File: src/rtl/xetd_pkg.sv
// Package of the XML entity text decoder: codes, state types and the fallback text.
package xetd_pkg;

   localparam int MAX_UNITS = 64;
   localparam int UNITS_W   = $clog2(MAX_UNITS + 1);

   localparam logic [7:0] BYTE_C3     = 8'hC3;
   localparam logic [7:0] BYTE_C5     = 8'hC5;
   localparam logic [7:0] BYTE_AMP    = 8'h26;
   localparam logic [7:0] BYTE_ZERO   = 8'h30;
   localparam logic [7:0] BYTE_SPACE  = 8'h20;
   localparam logic [7:0] BYTE_PERIOD = 8'h2E;
   localparam logic [7:0] BYTE_COMMA  = 8'h2C;
   localparam logic [7:0] BYTE_UNDER  = 8'h5F;
   localparam logic [7:0] BYTE_L      = 8'h6C;
   localparam logic [7:0] BYTE_G      = 8'h67;
   localparam logic [7:0] BYTE_A      = 8'h61;
   localparam logic [7:0] BYTE_P      = 8'h70;
   localparam logic [7:0] BYTE_Q      = 8'h71;
   localparam logic [7:0] BYTE_HASH   = 8'h23;
   localparam logic [7:0] CHAR_LT     = 8'h3C;
   localparam logic [7:0] CHAR_GT     = 8'h3E;
   localparam logic [7:0] CHAR_APOS   = 8'h27;
   localparam logic [7:0] CHAR_QUOT   = 8'h22;
   localparam logic [7:0] SUPPRESS_CODE = 8'd194;
   localparam logic [7:0] C3_OFFSET   = 8'd64;

   localparam logic [2:0] UNKNOWN_LEN  = 3'd7;
   localparam logic [2:0] UNKNOWN_LAST = 3'd6;

   localparam logic CSR_SKIP_LEADING = 1'b0;

   typedef enum logic [7:0] {
      PH_IDLE  = 8'b0000_0001,
      PH_C3    = 8'b0000_0010,
      PH_C5    = 8'b0000_0100,
      PH_AMP1  = 8'b0000_1000,
      PH_AMPA  = 8'b0001_0000,
      PH_SKIPN = 8'b0010_0000,
      PH_DIGIT = 8'b0100_0000,
      PH_DONE  = 8'b1000_0000
   } phase_type;

   typedef struct packed {
      phase_type          phase;
      logic [UNITS_W-1:0] units;
      logic               emit;
   } start_type;

   function automatic logic [7:0] unknown_char(input logic [2:0] idx);
      logic [7:0] c;
      case (idx)
         3'd0:    c = 8'h75;
         3'd1:    c = 8'h6E;
         3'd2:    c = 8'h6B;
         3'd3:    c = 8'h6E;
         3'd4:    c = 8'h6F;
         3'd5:    c = 8'h77;
         3'd6:    c = 8'h6E;
         default: c = 8'h00;
      endcase
      return c;
   endfunction

endpackage

File: src/rtl/xml_entity_text_decoder.sv
// Top level of the XML entity text decoder: byte stream in, decoded characters out.
//
// The request channel carries one word per cycle while req_ready is high: a byte
// of the encoded string (req_in_byte) or an end word (req_in_end) that closes the
// string. Each word is decoded in the cycle it is accepted against the running
// string state, and the results it causes are loaded into a result register. The
// response channel then presents them one word per cycle while rsp_ready is high:
// a decoded character with rsp_has_char set, or the end word with rsp_out_end set.
// The first response word is presented in the cycle after its request is accepted.
// A word that causes at most one result sustains one word per cycle while
// rsp_ready is high; a word that causes more holds the request side until the
// result register has drained its last response word (at most 2 results, and 7
// for the text of a lone zero string).
// Under a response stall the result register holds and req_ready stays low until
// its last word is taken. Synchronous reset clears the string state, empties the
// result register and sets skip_leading to 0. The APB port holds skip_leading at
// byte address 0.
module xml_entity_text_decoder (
   input  logic        clock,
   input  logic        reset,
   input  logic        req_valid,
   output logic        req_ready,
   input  logic [7:0]  req_in_byte,
   input  logic        req_in_end,
   output logic        rsp_valid,
   input  logic        rsp_ready,
   output logic [7:0]  rsp_out_byte,
   output logic        rsp_has_char,
   output logic        rsp_out_end,
   input  logic        psel,
   input  logic        penable,
   input  logic        pwrite,
   input  logic [2:0]  paddr,
   input  logic [31:0] pwdata,
   output logic [31:0] prdata,
   output logic        pready
);
   import xetd_pkg::*;

   function automatic start_type start_unit(input logic [7:0] b,
                                            input logic [UNITS_W-1:0] units);
      start_type r;
      r.units = units;
      r.emit  = 1'b0;
      r.phase = PH_IDLE;
      if (units >= UNITS_W'(MAX_UNITS)) begin
         r.phase = PH_DONE;
      end else begin
         r.units = units + 1'b1;
         case (b)
            BYTE_C3:  r.phase = PH_C3;
            BYTE_C5:  r.phase = PH_C5;
            BYTE_AMP: r.phase = PH_AMP1;
            default: begin
               r.phase = PH_IDLE;
               r.emit  = 1'b1;
            end
         endcase
      end
      return r;
   endfunction

   logic               skip_leading_ff;
   phase_type          phase_ff, phase_in;
   logic [2:0]         skip_ff, skip_in;
   logic [7:0]         ent_ff, ent_in;
   logic [7:0]         digit_ff, digit_in;
   logic               suppress_ff, suppress_in;
   logic               at_start_ff, at_start_in;
   logic               zero_ff, zero_in;
   logic [UNITS_W-1:0] units_ff, units_in;

   logic               pk_valid_ff;
   logic [2:0]         pk_pos_ff;
   logic [2:0]         pk_cnt_ff;
   logic               pk_unk_ff;
   logic [1:0]         pk_nch_ff;
   logic [7:0]         pk_c0_ff;
   logic [7:0]         pk_c1_ff;

   logic [7:0]         ch_buf [2];
   logic [1:0]         nch;
   logic               res_end;
   logic               res_unk;
   logic [2:0]         res_cnt;

   logic               req_take;
   logic               rsp_take;
   logic               pk_last;

   assign pready = 1'b1;
   assign prdata = (paddr[2] == CSR_SKIP_LEADING) ? {31'd0, skip_leading_ff} : 32'd0;

   always_ff @(posedge clock) begin
      if (reset) begin
         skip_leading_ff <= 1'b0;
      end else if (psel && penable && pwrite && paddr[2] == CSR_SKIP_LEADING) begin
         skip_leading_ff <= pwdata[0];
      end
   end

   always_comb begin
      start_type  su;
      logic [7:0] b;
      b           = req_in_byte;
      su          = '0;
      phase_in    = phase_ff;
      skip_in     = skip_ff;
      ent_in      = ent_ff;
      digit_in    = digit_ff;
      suppress_in = suppress_ff;
      at_start_in = at_start_ff;
      zero_in     = zero_ff;
      units_in    = units_ff;
      ch_buf[0]   = 8'd0;
      ch_buf[1]   = 8'd0;
      nch         = 2'd0;
      res_end     = 1'b0;
      res_unk     = 1'b0;
      if (req_in_end) begin
         if (zero_ff) begin
            res_unk = 1'b1;
         end else begin
            if (phase_ff == PH_AMP1 && !suppress_ff) begin
               ch_buf[0] = BYTE_AMP;
               nch       = 2'd1;
            end
            res_end = 1'b1;
         end
         phase_in    = PH_IDLE;
         skip_in     = 3'd0;
         ent_in      = 8'd0;
         digit_in    = 8'd0;
         suppress_in = 1'b0;
         at_start_in = 1'b1;
         zero_in     = 1'b0;
         units_in    = '0;
      end else if (at_start_ff) begin
         if (!(skip_leading_ff && (b == BYTE_SPACE || b == BYTE_PERIOD ||
                                   b == BYTE_COMMA || b == BYTE_UNDER))) begin
            at_start_in = 1'b0;
            if (b == BYTE_ZERO) begin
               zero_in = 1'b1;
            end else begin
               su       = start_unit(b, units_ff);
               phase_in = su.phase;
               units_in = su.units;
               if (su.emit && !suppress_ff) begin
                  ch_buf[0] = b;
                  nch       = 2'd1;
               end
            end
         end
      end else begin
         if (zero_ff) begin
            zero_in  = 1'b0;
            su       = start_unit(BYTE_ZERO, units_in);
            phase_in = su.phase;
            units_in = su.units;
            if (su.emit && !suppress_ff) begin
               ch_buf[nch[0]] = BYTE_ZERO;
               nch            = nch + 2'd1;
            end
         end
         case (phase_in)
            PH_IDLE: begin
               su       = start_unit(b, units_in);
               phase_in = su.phase;
               units_in = su.units;
               if (su.emit && !suppress_ff) begin
                  ch_buf[nch[0]] = b;
                  nch            = nch + 2'd1;
               end
            end
            PH_C3: begin
               ch_buf[nch[0]] = b + C3_OFFSET;
               nch            = nch + 2'd1;
               phase_in       = PH_IDLE;
            end
            PH_C5: begin
               phase_in = PH_IDLE;
            end
            PH_AMP1: begin
               case (b)
                  BYTE_L: begin
                     ent_in   = CHAR_LT;
                     skip_in  = 3'd2;
                     phase_in = PH_SKIPN;
                  end
                  BYTE_G: begin
                     ent_in   = CHAR_GT;
                     skip_in  = 3'd2;
                     phase_in = PH_SKIPN;
                  end
                  BYTE_A: begin
                     phase_in = PH_AMPA;
                  end
                  BYTE_Q: begin
                     ent_in   = CHAR_QUOT;
                     skip_in  = 3'd4;
                     phase_in = PH_SKIPN;
                  end
                  BYTE_HASH: begin
                     digit_in = 8'd0;
                     skip_in  = 3'd3;
                     phase_in = PH_DIGIT;
                  end
                  default: begin
                     if (!suppress_ff) begin
                        ch_buf[nch[0]] = BYTE_AMP;
                        nch            = nch + 2'd1;
                     end
                     su       = start_unit(b, units_in);
                     phase_in = su.phase;
                     units_in = su.units;
                     if (su.emit && !suppress_ff) begin
                        ch_buf[nch[0]] = b;
                        nch            = nch + 2'd1;
                     end
                  end
               endcase
            end
            PH_AMPA: begin
               ent_in   = (b == BYTE_P) ? CHAR_APOS : BYTE_AMP;
               skip_in  = (b == BYTE_P) ? 3'd3 : 3'd2;
               phase_in = PH_SKIPN;
            end
            PH_SKIPN: begin
               skip_in = skip_ff - 3'd1;
               if (skip_in == 3'd0) begin
                  phase_in = PH_IDLE;
                  if (ent_ff == SUPPRESS_CODE) begin
                     suppress_in = ~suppress_ff;
                  end else if (!suppress_ff) begin
                     ch_buf[nch[0]] = ent_ff;
                     nch            = nch + 2'd1;
                  end
               end
            end
            PH_DIGIT: begin
               digit_in = {digit_ff[4:0], 3'b000} + {digit_ff[6:0], 1'b0} + b - BYTE_ZERO;
               skip_in  = skip_ff - 3'd1;
               if (skip_in == 3'd0) begin
                  ent_in   = digit_in;
                  skip_in  = 3'd1;
                  phase_in = PH_SKIPN;
               end
            end
            default: begin
               phase_in = PH_DONE;
            end
         endcase
      end
      res_cnt = res_unk ? UNKNOWN_LEN : ({1'b0, nch} + {2'b00, res_end});
   end

   assign pk_last  = (pk_pos_ff == pk_cnt_ff - 3'd1);
   assign rsp_take = pk_valid_ff && rsp_ready;
   assign req_ready = !pk_valid_ff || (rsp_ready && pk_last);
   assign req_take = req_valid && req_ready;

   always_ff @(posedge clock) begin
      if (reset) begin
         phase_ff    <= PH_IDLE;
         skip_ff     <= 3'd0;
         ent_ff      <= 8'd0;
         digit_ff    <= 8'd0;
         suppress_ff <= 1'b0;
         at_start_ff <= 1'b1;
         zero_ff     <= 1'b0;
         units_ff    <= '0;
      end else if (req_take) begin
         phase_ff    <= phase_in;
         skip_ff     <= skip_in;
         ent_ff      <= ent_in;
         digit_ff    <= digit_in;
         suppress_ff <= suppress_in;
         at_start_ff <= at_start_in;
         zero_ff     <= zero_in;
         units_ff    <= units_in;
      end
   end

   always_ff @(posedge clock) begin
      if (reset) begin
         pk_valid_ff <= 1'b0;
         pk_pos_ff   <= 3'd0;
      end else if (req_take) begin
         pk_valid_ff <= (res_cnt != 3'd0);
         pk_pos_ff   <= 3'd0;
      end else if (rsp_take) begin
         if (pk_last) begin
            pk_valid_ff <= 1'b0;
         end else begin
            pk_pos_ff <= pk_pos_ff + 3'd1;
         end
      end
   end

   always_ff @(posedge clock) begin
      if (req_take) begin
         pk_cnt_ff <= res_cnt;
         pk_unk_ff <= res_unk;
         pk_nch_ff <= nch;
         pk_c0_ff  <= ch_buf[0];
         pk_c1_ff  <= ch_buf[1];
      end
   end

   assign rsp_valid = pk_valid_ff;

   always_comb begin
      if (pk_unk_ff) begin
         rsp_out_byte = unknown_char(pk_pos_ff);
         rsp_has_char = 1'b1;
         rsp_out_end  = (pk_pos_ff == UNKNOWN_LAST);
      end else if (pk_pos_ff < {1'b0, pk_nch_ff}) begin
         rsp_out_byte = pk_pos_ff[0] ? pk_c1_ff : pk_c0_ff;
         rsp_has_char = 1'b1;
         rsp_out_end  = 1'b0;
      end else begin
         rsp_out_byte = 8'd0;
         rsp_has_char = 1'b0;
         rsp_out_end  = 1'b1;
      end
   end

endmodule

File: config.mk
export PLATFORM = sky130hd
export DESIGN_NAME = xml_entity_text_decoder
export DESIGN_NICKNAME = d
export VERILOG_FILES = /design/src/rtl/xetd_pkg.sv /design/src/rtl/xml_entity_text_decoder.sv
export SDC_FILE = /design/constraint.sdc
export NUM_CORES = 1
export LEC_CHECK = 0
export BUFFER_PORTS_ARGS = -buffer_cell sky130_fd_sc_hd__buf_2
export CAP_MARGIN = 20
export CORE_MARGIN = 1.5
export CORE_UTILIZATION = 45
export CTS_CLUSTER_DIAMETER = 30
export DETAILED_ROUTE_END_ITERATION = 10
export HOLD_SLACK_MARGIN = 0.08
export PLACE_DENSITY = 0.65
export SLEW_MARGIN = 10
export SYNTH_ARGS = -nofsm -noshare
export SYNTH_HDL_FRONTEND = slang
export SYNTH_SLANG_ARGS = --single-unit
File: constraint.sdc
create_clock -name clock -period 10 [get_ports clock]
set_input_delay 1.5 -clock clock [delete_from_list [all_inputs] [get_ports clock]]
set_output_delay 1.5 -clock clock [all_outputs]
set_load 0.02 [all_outputs]
==> summary.md <==
| Metric | Value |
|---|---|
| Outcome | `finished, violations left` |
| Violated checks | `DRC` |
| GRT Util Overall | `23.6%` |
| WP data arrival | `5.33 ns` |
| Gate Count Post-Synth | `638` |
| Routed Antenna Nets | `0` |
| Yosys top cell by area | `dfxtp_1` |
| Slew headroom | `31.5%` |
| DRC Markers | `5` |
| CP endpoint kind | `flip-flop` |
| Max FO, Critical Path | `7` |
| Cell seen most often among critical-path stages | `ha_1` |
| Reg2Reg Setup Slack | `6.17 ns` |
| Hpwl dp | `10500 um` |
| Worst hold path startpoint | `skip_ff[1]` |
| Hold Path Class | `reg2reg` |
| Clk pin slew, worst setup/hold paths | `~0.050 ns` |
| Reg2Reg Capture Point | `rsp_valid` |
| Worst Reg-to-Reg Cells | `13` |
| Number of diodes | `0` |
| Worst VDD drop | `0.116 mV` |
| Synth cell types | `84` |
| Post-Route WL | `14300 um` |
| Fin crit period | `between 5 and 6 ns` |
| CP Class | `in2reg` |
| Clock buffer count from CTS | `9` |
| Startpoint types | `input pin` |
| Initial antenna violation count | `0` |
| TritonCTS Sinks | `63` |
| Slowest stage cell, crit path | `nor4bb_1` |
| CTS root buffer | `clkbuf_16` |
| Final total power | `742 uW` |
| Syn avg cell area | `8.41 um^2` |
| Fmax | `approximately 200 MHz` |
| Post-synthesis sequential area ratio | `27.6%` |
| Async SR Flop Fraction | `0%` |
| Gr ovfl total | `0` |
| First-pass GRT wire length | `23600 um` |
| WL/cell | `approximately 18 um` |
| Top-area cell type share of the netlist area | `15.3%` |
| Nets | `735` |
| Site Rows | `39` |
| Worst Hold End | `skip_ff[1]` |
| RSZ-0062 raised after global routing | `no` |
| Die H | `112 um` |
| Via/cell ratio | `~6.1` |
| Clock skew | `0.00872 ns` |
| Hold depth | `2` |
| Drt initial violations | `452` |
| Pwr dens | `129 nW/um^2` |
| Fin crit share | `51.2%` |
| Vias | `~4900` |
| Total setup buffers inserted after CTS | `0` |
| Fill cells | `1112` |
| Max-cap check violation count | `0` |
| Hold Buf Count CTS | `0` |
| Area delta synth->final | `6.88%` |
| Worst-Margin Slew | `1.02 ns` |
| Die area | `12600 um^2` |
| Synth Register Bits | `63` |
| Critical Path Max Stage Delay | `0.59 ns` |
| EDFF count, synth | `22` |
| CTS H-tree lvls | `3` |
| Initial core utilization | `46.6%` |
| Synth area leaders | `dfxtp_1, edfxtp_1, ha_1` |
| Fin. Hold Viols | `0` |
| Vias in the first global route | `4727` |
| Most common cell in the netlist | `nand2_1` |
| Die width | `112 um` |
| CP Cell Sequence | `buf_2 -> inv_1 -> ha_1 -> nor4bb_1 -> a41oi_1 -> and3_1 -> nand2_1 -> inv_1 -> ha_1 -> a221o_1 -> a21oi_1 -> o311ai_0 -> ha_1 -> ha_1 -> o31ai_1 -> a21oi_1` |
| WP buf/inv | `3` |
| Startpoint of the worst-slack reg-to-reg timing path | `units_ff[0]` |
| Largest net degree at the start of global routing | `28` |
| Share of layout cells above drive strength 1 | `10.3%` |
| Pleak | `0.00230 uW` |
| Ys Warns | `0` |
| Netlist Area Pre-Place | `5360 um^2` |
| TNS Setup | `0 ns` |
| CP top delay family | `compound AO/OA/AOI/OAI gates` |
| I/O pins | `96` |
| Skew-Pair Late Insertion Delay | `approximately 0.35 ns` |
| GPL Wtd Cong | `0.901` |
| Worst Path Required | `about 10 ns` |
| Port Buffers | `30` |
| PostCTS Resize Cnt | `0` |
| Ys flop type | `dfxtp_1` |
| DRT Pass-1 Iters | `10` |
| CTS tree | `built` |
| CORE AREA | `11500 um^2` |
| CTS Buffer Depth | `2` |
| Slew Limit Fails | `0` |
| Final setup viols | `0` |
| Top cells by count, synth | `nand2_1, nor2_1, dfxtp_1, inv_1, ha_1` |
-- how the worst max path moves through the flow --
stage                         startpoint   endpoint  slack [ns]  cells after the start
final                     req_in_byte[6]  rsp_valid        4.88                     16
after detailed placement  req_in_byte[6]  rsp_valid        4.62                     17
after global placement    req_in_byte[6]  rsp_valid        4.72                     16
after floorplan           req_in_byte[6]  rsp_valid        5.31                     16
after CTS                 req_in_byte[6]  rsp_valid        4.95                     16
after global routing      req_in_byte[6]  rsp_valid        4.62                     16
-- worst reg2reg max path, stage by stage, from the launching register on --
cell and delay, ns:
dfxtp_1 0.43, ha_1 0.33, and3_1 0.28, nand3_1 0.34, nand2_1 0.28, inv_1 0.16
ha_1 0.30, a221o_1 0.31, a21oi_1 0.15, o311ai_0 0.22, ha_1 0.27, ha_1 0.28
o31ai_1 0.25, a21oi_1 0.09
-- layer usage --
| layer | vias up | routed length [um] | GRT usage (%) |
|---|---|---|---|
| li1 | 2304 | - | - |
| met1 | 2345 | 6360 | 30.3 |
| met2 | 191 | 6710 | 38.3 |
| met3 | 26 | 903 | 5.78 |
| met4 | 0 | 305 | 9.28 |
| met5 | - | 0 | 0 |
-- area by class of cell --
type	instances	area (um^2)	share of cell area, %
clock inverters	6	61.3	1.07
well taps	143	179	3.12
inverters	40	150	2.62
flip-flops and latches	63	1480	25.8
clock buffers	10	229	3.99
multi-input cells	499	3460	60.4
repair buffers	33	170	2.97
-- cell families (layout without fill, tap and decap cells) --
logic type	after synthesis	in the layout	share of synthesized area, %
buffers and inverters	106	89	9.94
xor gates and xnor gates	21	21	3.69
and+or+nand+nor	231	231	23.7
DFF	63	63	27.6
other	2	32	0.140
muxes	26	26	4.92
AOI/OAI and AO/OA	151	151	20.4
adders and majority gates	38	38	9.57
-- flip-flops by register name, summed over array words and instances, names as in the netlist --
signal / flops
pk_c1_ff: 8
rsp_valid: 1
phase_ff: 8
units_ff: 7
skip_leading_ff: 1
zero_ff: 1
pk_nch_ff: 2
pk_pos_ff: 3
pk_unk_ff: 1
skip_ff: 3
at_start_ff: 1
pk_c0_ff: 8
pk_cnt_ff: 3
digit_ff: 7
ent_ff: 8
suppress_ff: 1
-- placed cells by master, fill, tap and decap left out, types with 5 or more instances in the layout --
master and instances:
nor2_1 42, nand3_1 21, nand2_1 60, nor3b_1 6
dfxtp_1 41, or3_1 6, nor3_1 10, and3_1 5
fa_1 5, nand2b_1 11, a21oi_1 29, xor2_1 9
ha_1 33, nor4_1 12, conb_1 32, a41oi_1 6
o211ai_1 5, o21ai_0 24, nand4_1 10, a31oi_1 10
o22ai_1 6, inv_1 40, mux2i_1 23, edfxtp_1 22
xnor2_1 11, and2_1 12, o31ai_1 6, clkbuf_16 9
buf_2 30
-- power by group --
part           internal (uW)  total (uW)  switching, uW
Combinational           45.1         141           95.5
Clock                    192         310            119
Sequential               281         291           9.59
Total                    518         742            224
-- stage by stage --
stage | hold slack [ns] | setup slack, ns | utilization, % | area, um^2 | cells
2_1_floorplan | 0.441 | 5.31 | - | 5480 | 668
3_3_place_gp | 0.455 | 4.72 | 47.2 | 5440 | 777
3_5_place_dp | 0.470 | 4.62 | 47.2 | 5440 | 777
4_1_cts | 0.480 | 4.95 | 49.7 | 5730 | 793
5_1_grt | 0.508 | 4.62 | 49.8 | 5730 | 794
6_report | 0.474 | 4.88 | 49.8 | 5730 | 794
No activity file was read; power rests on OpenSTA's default activity.
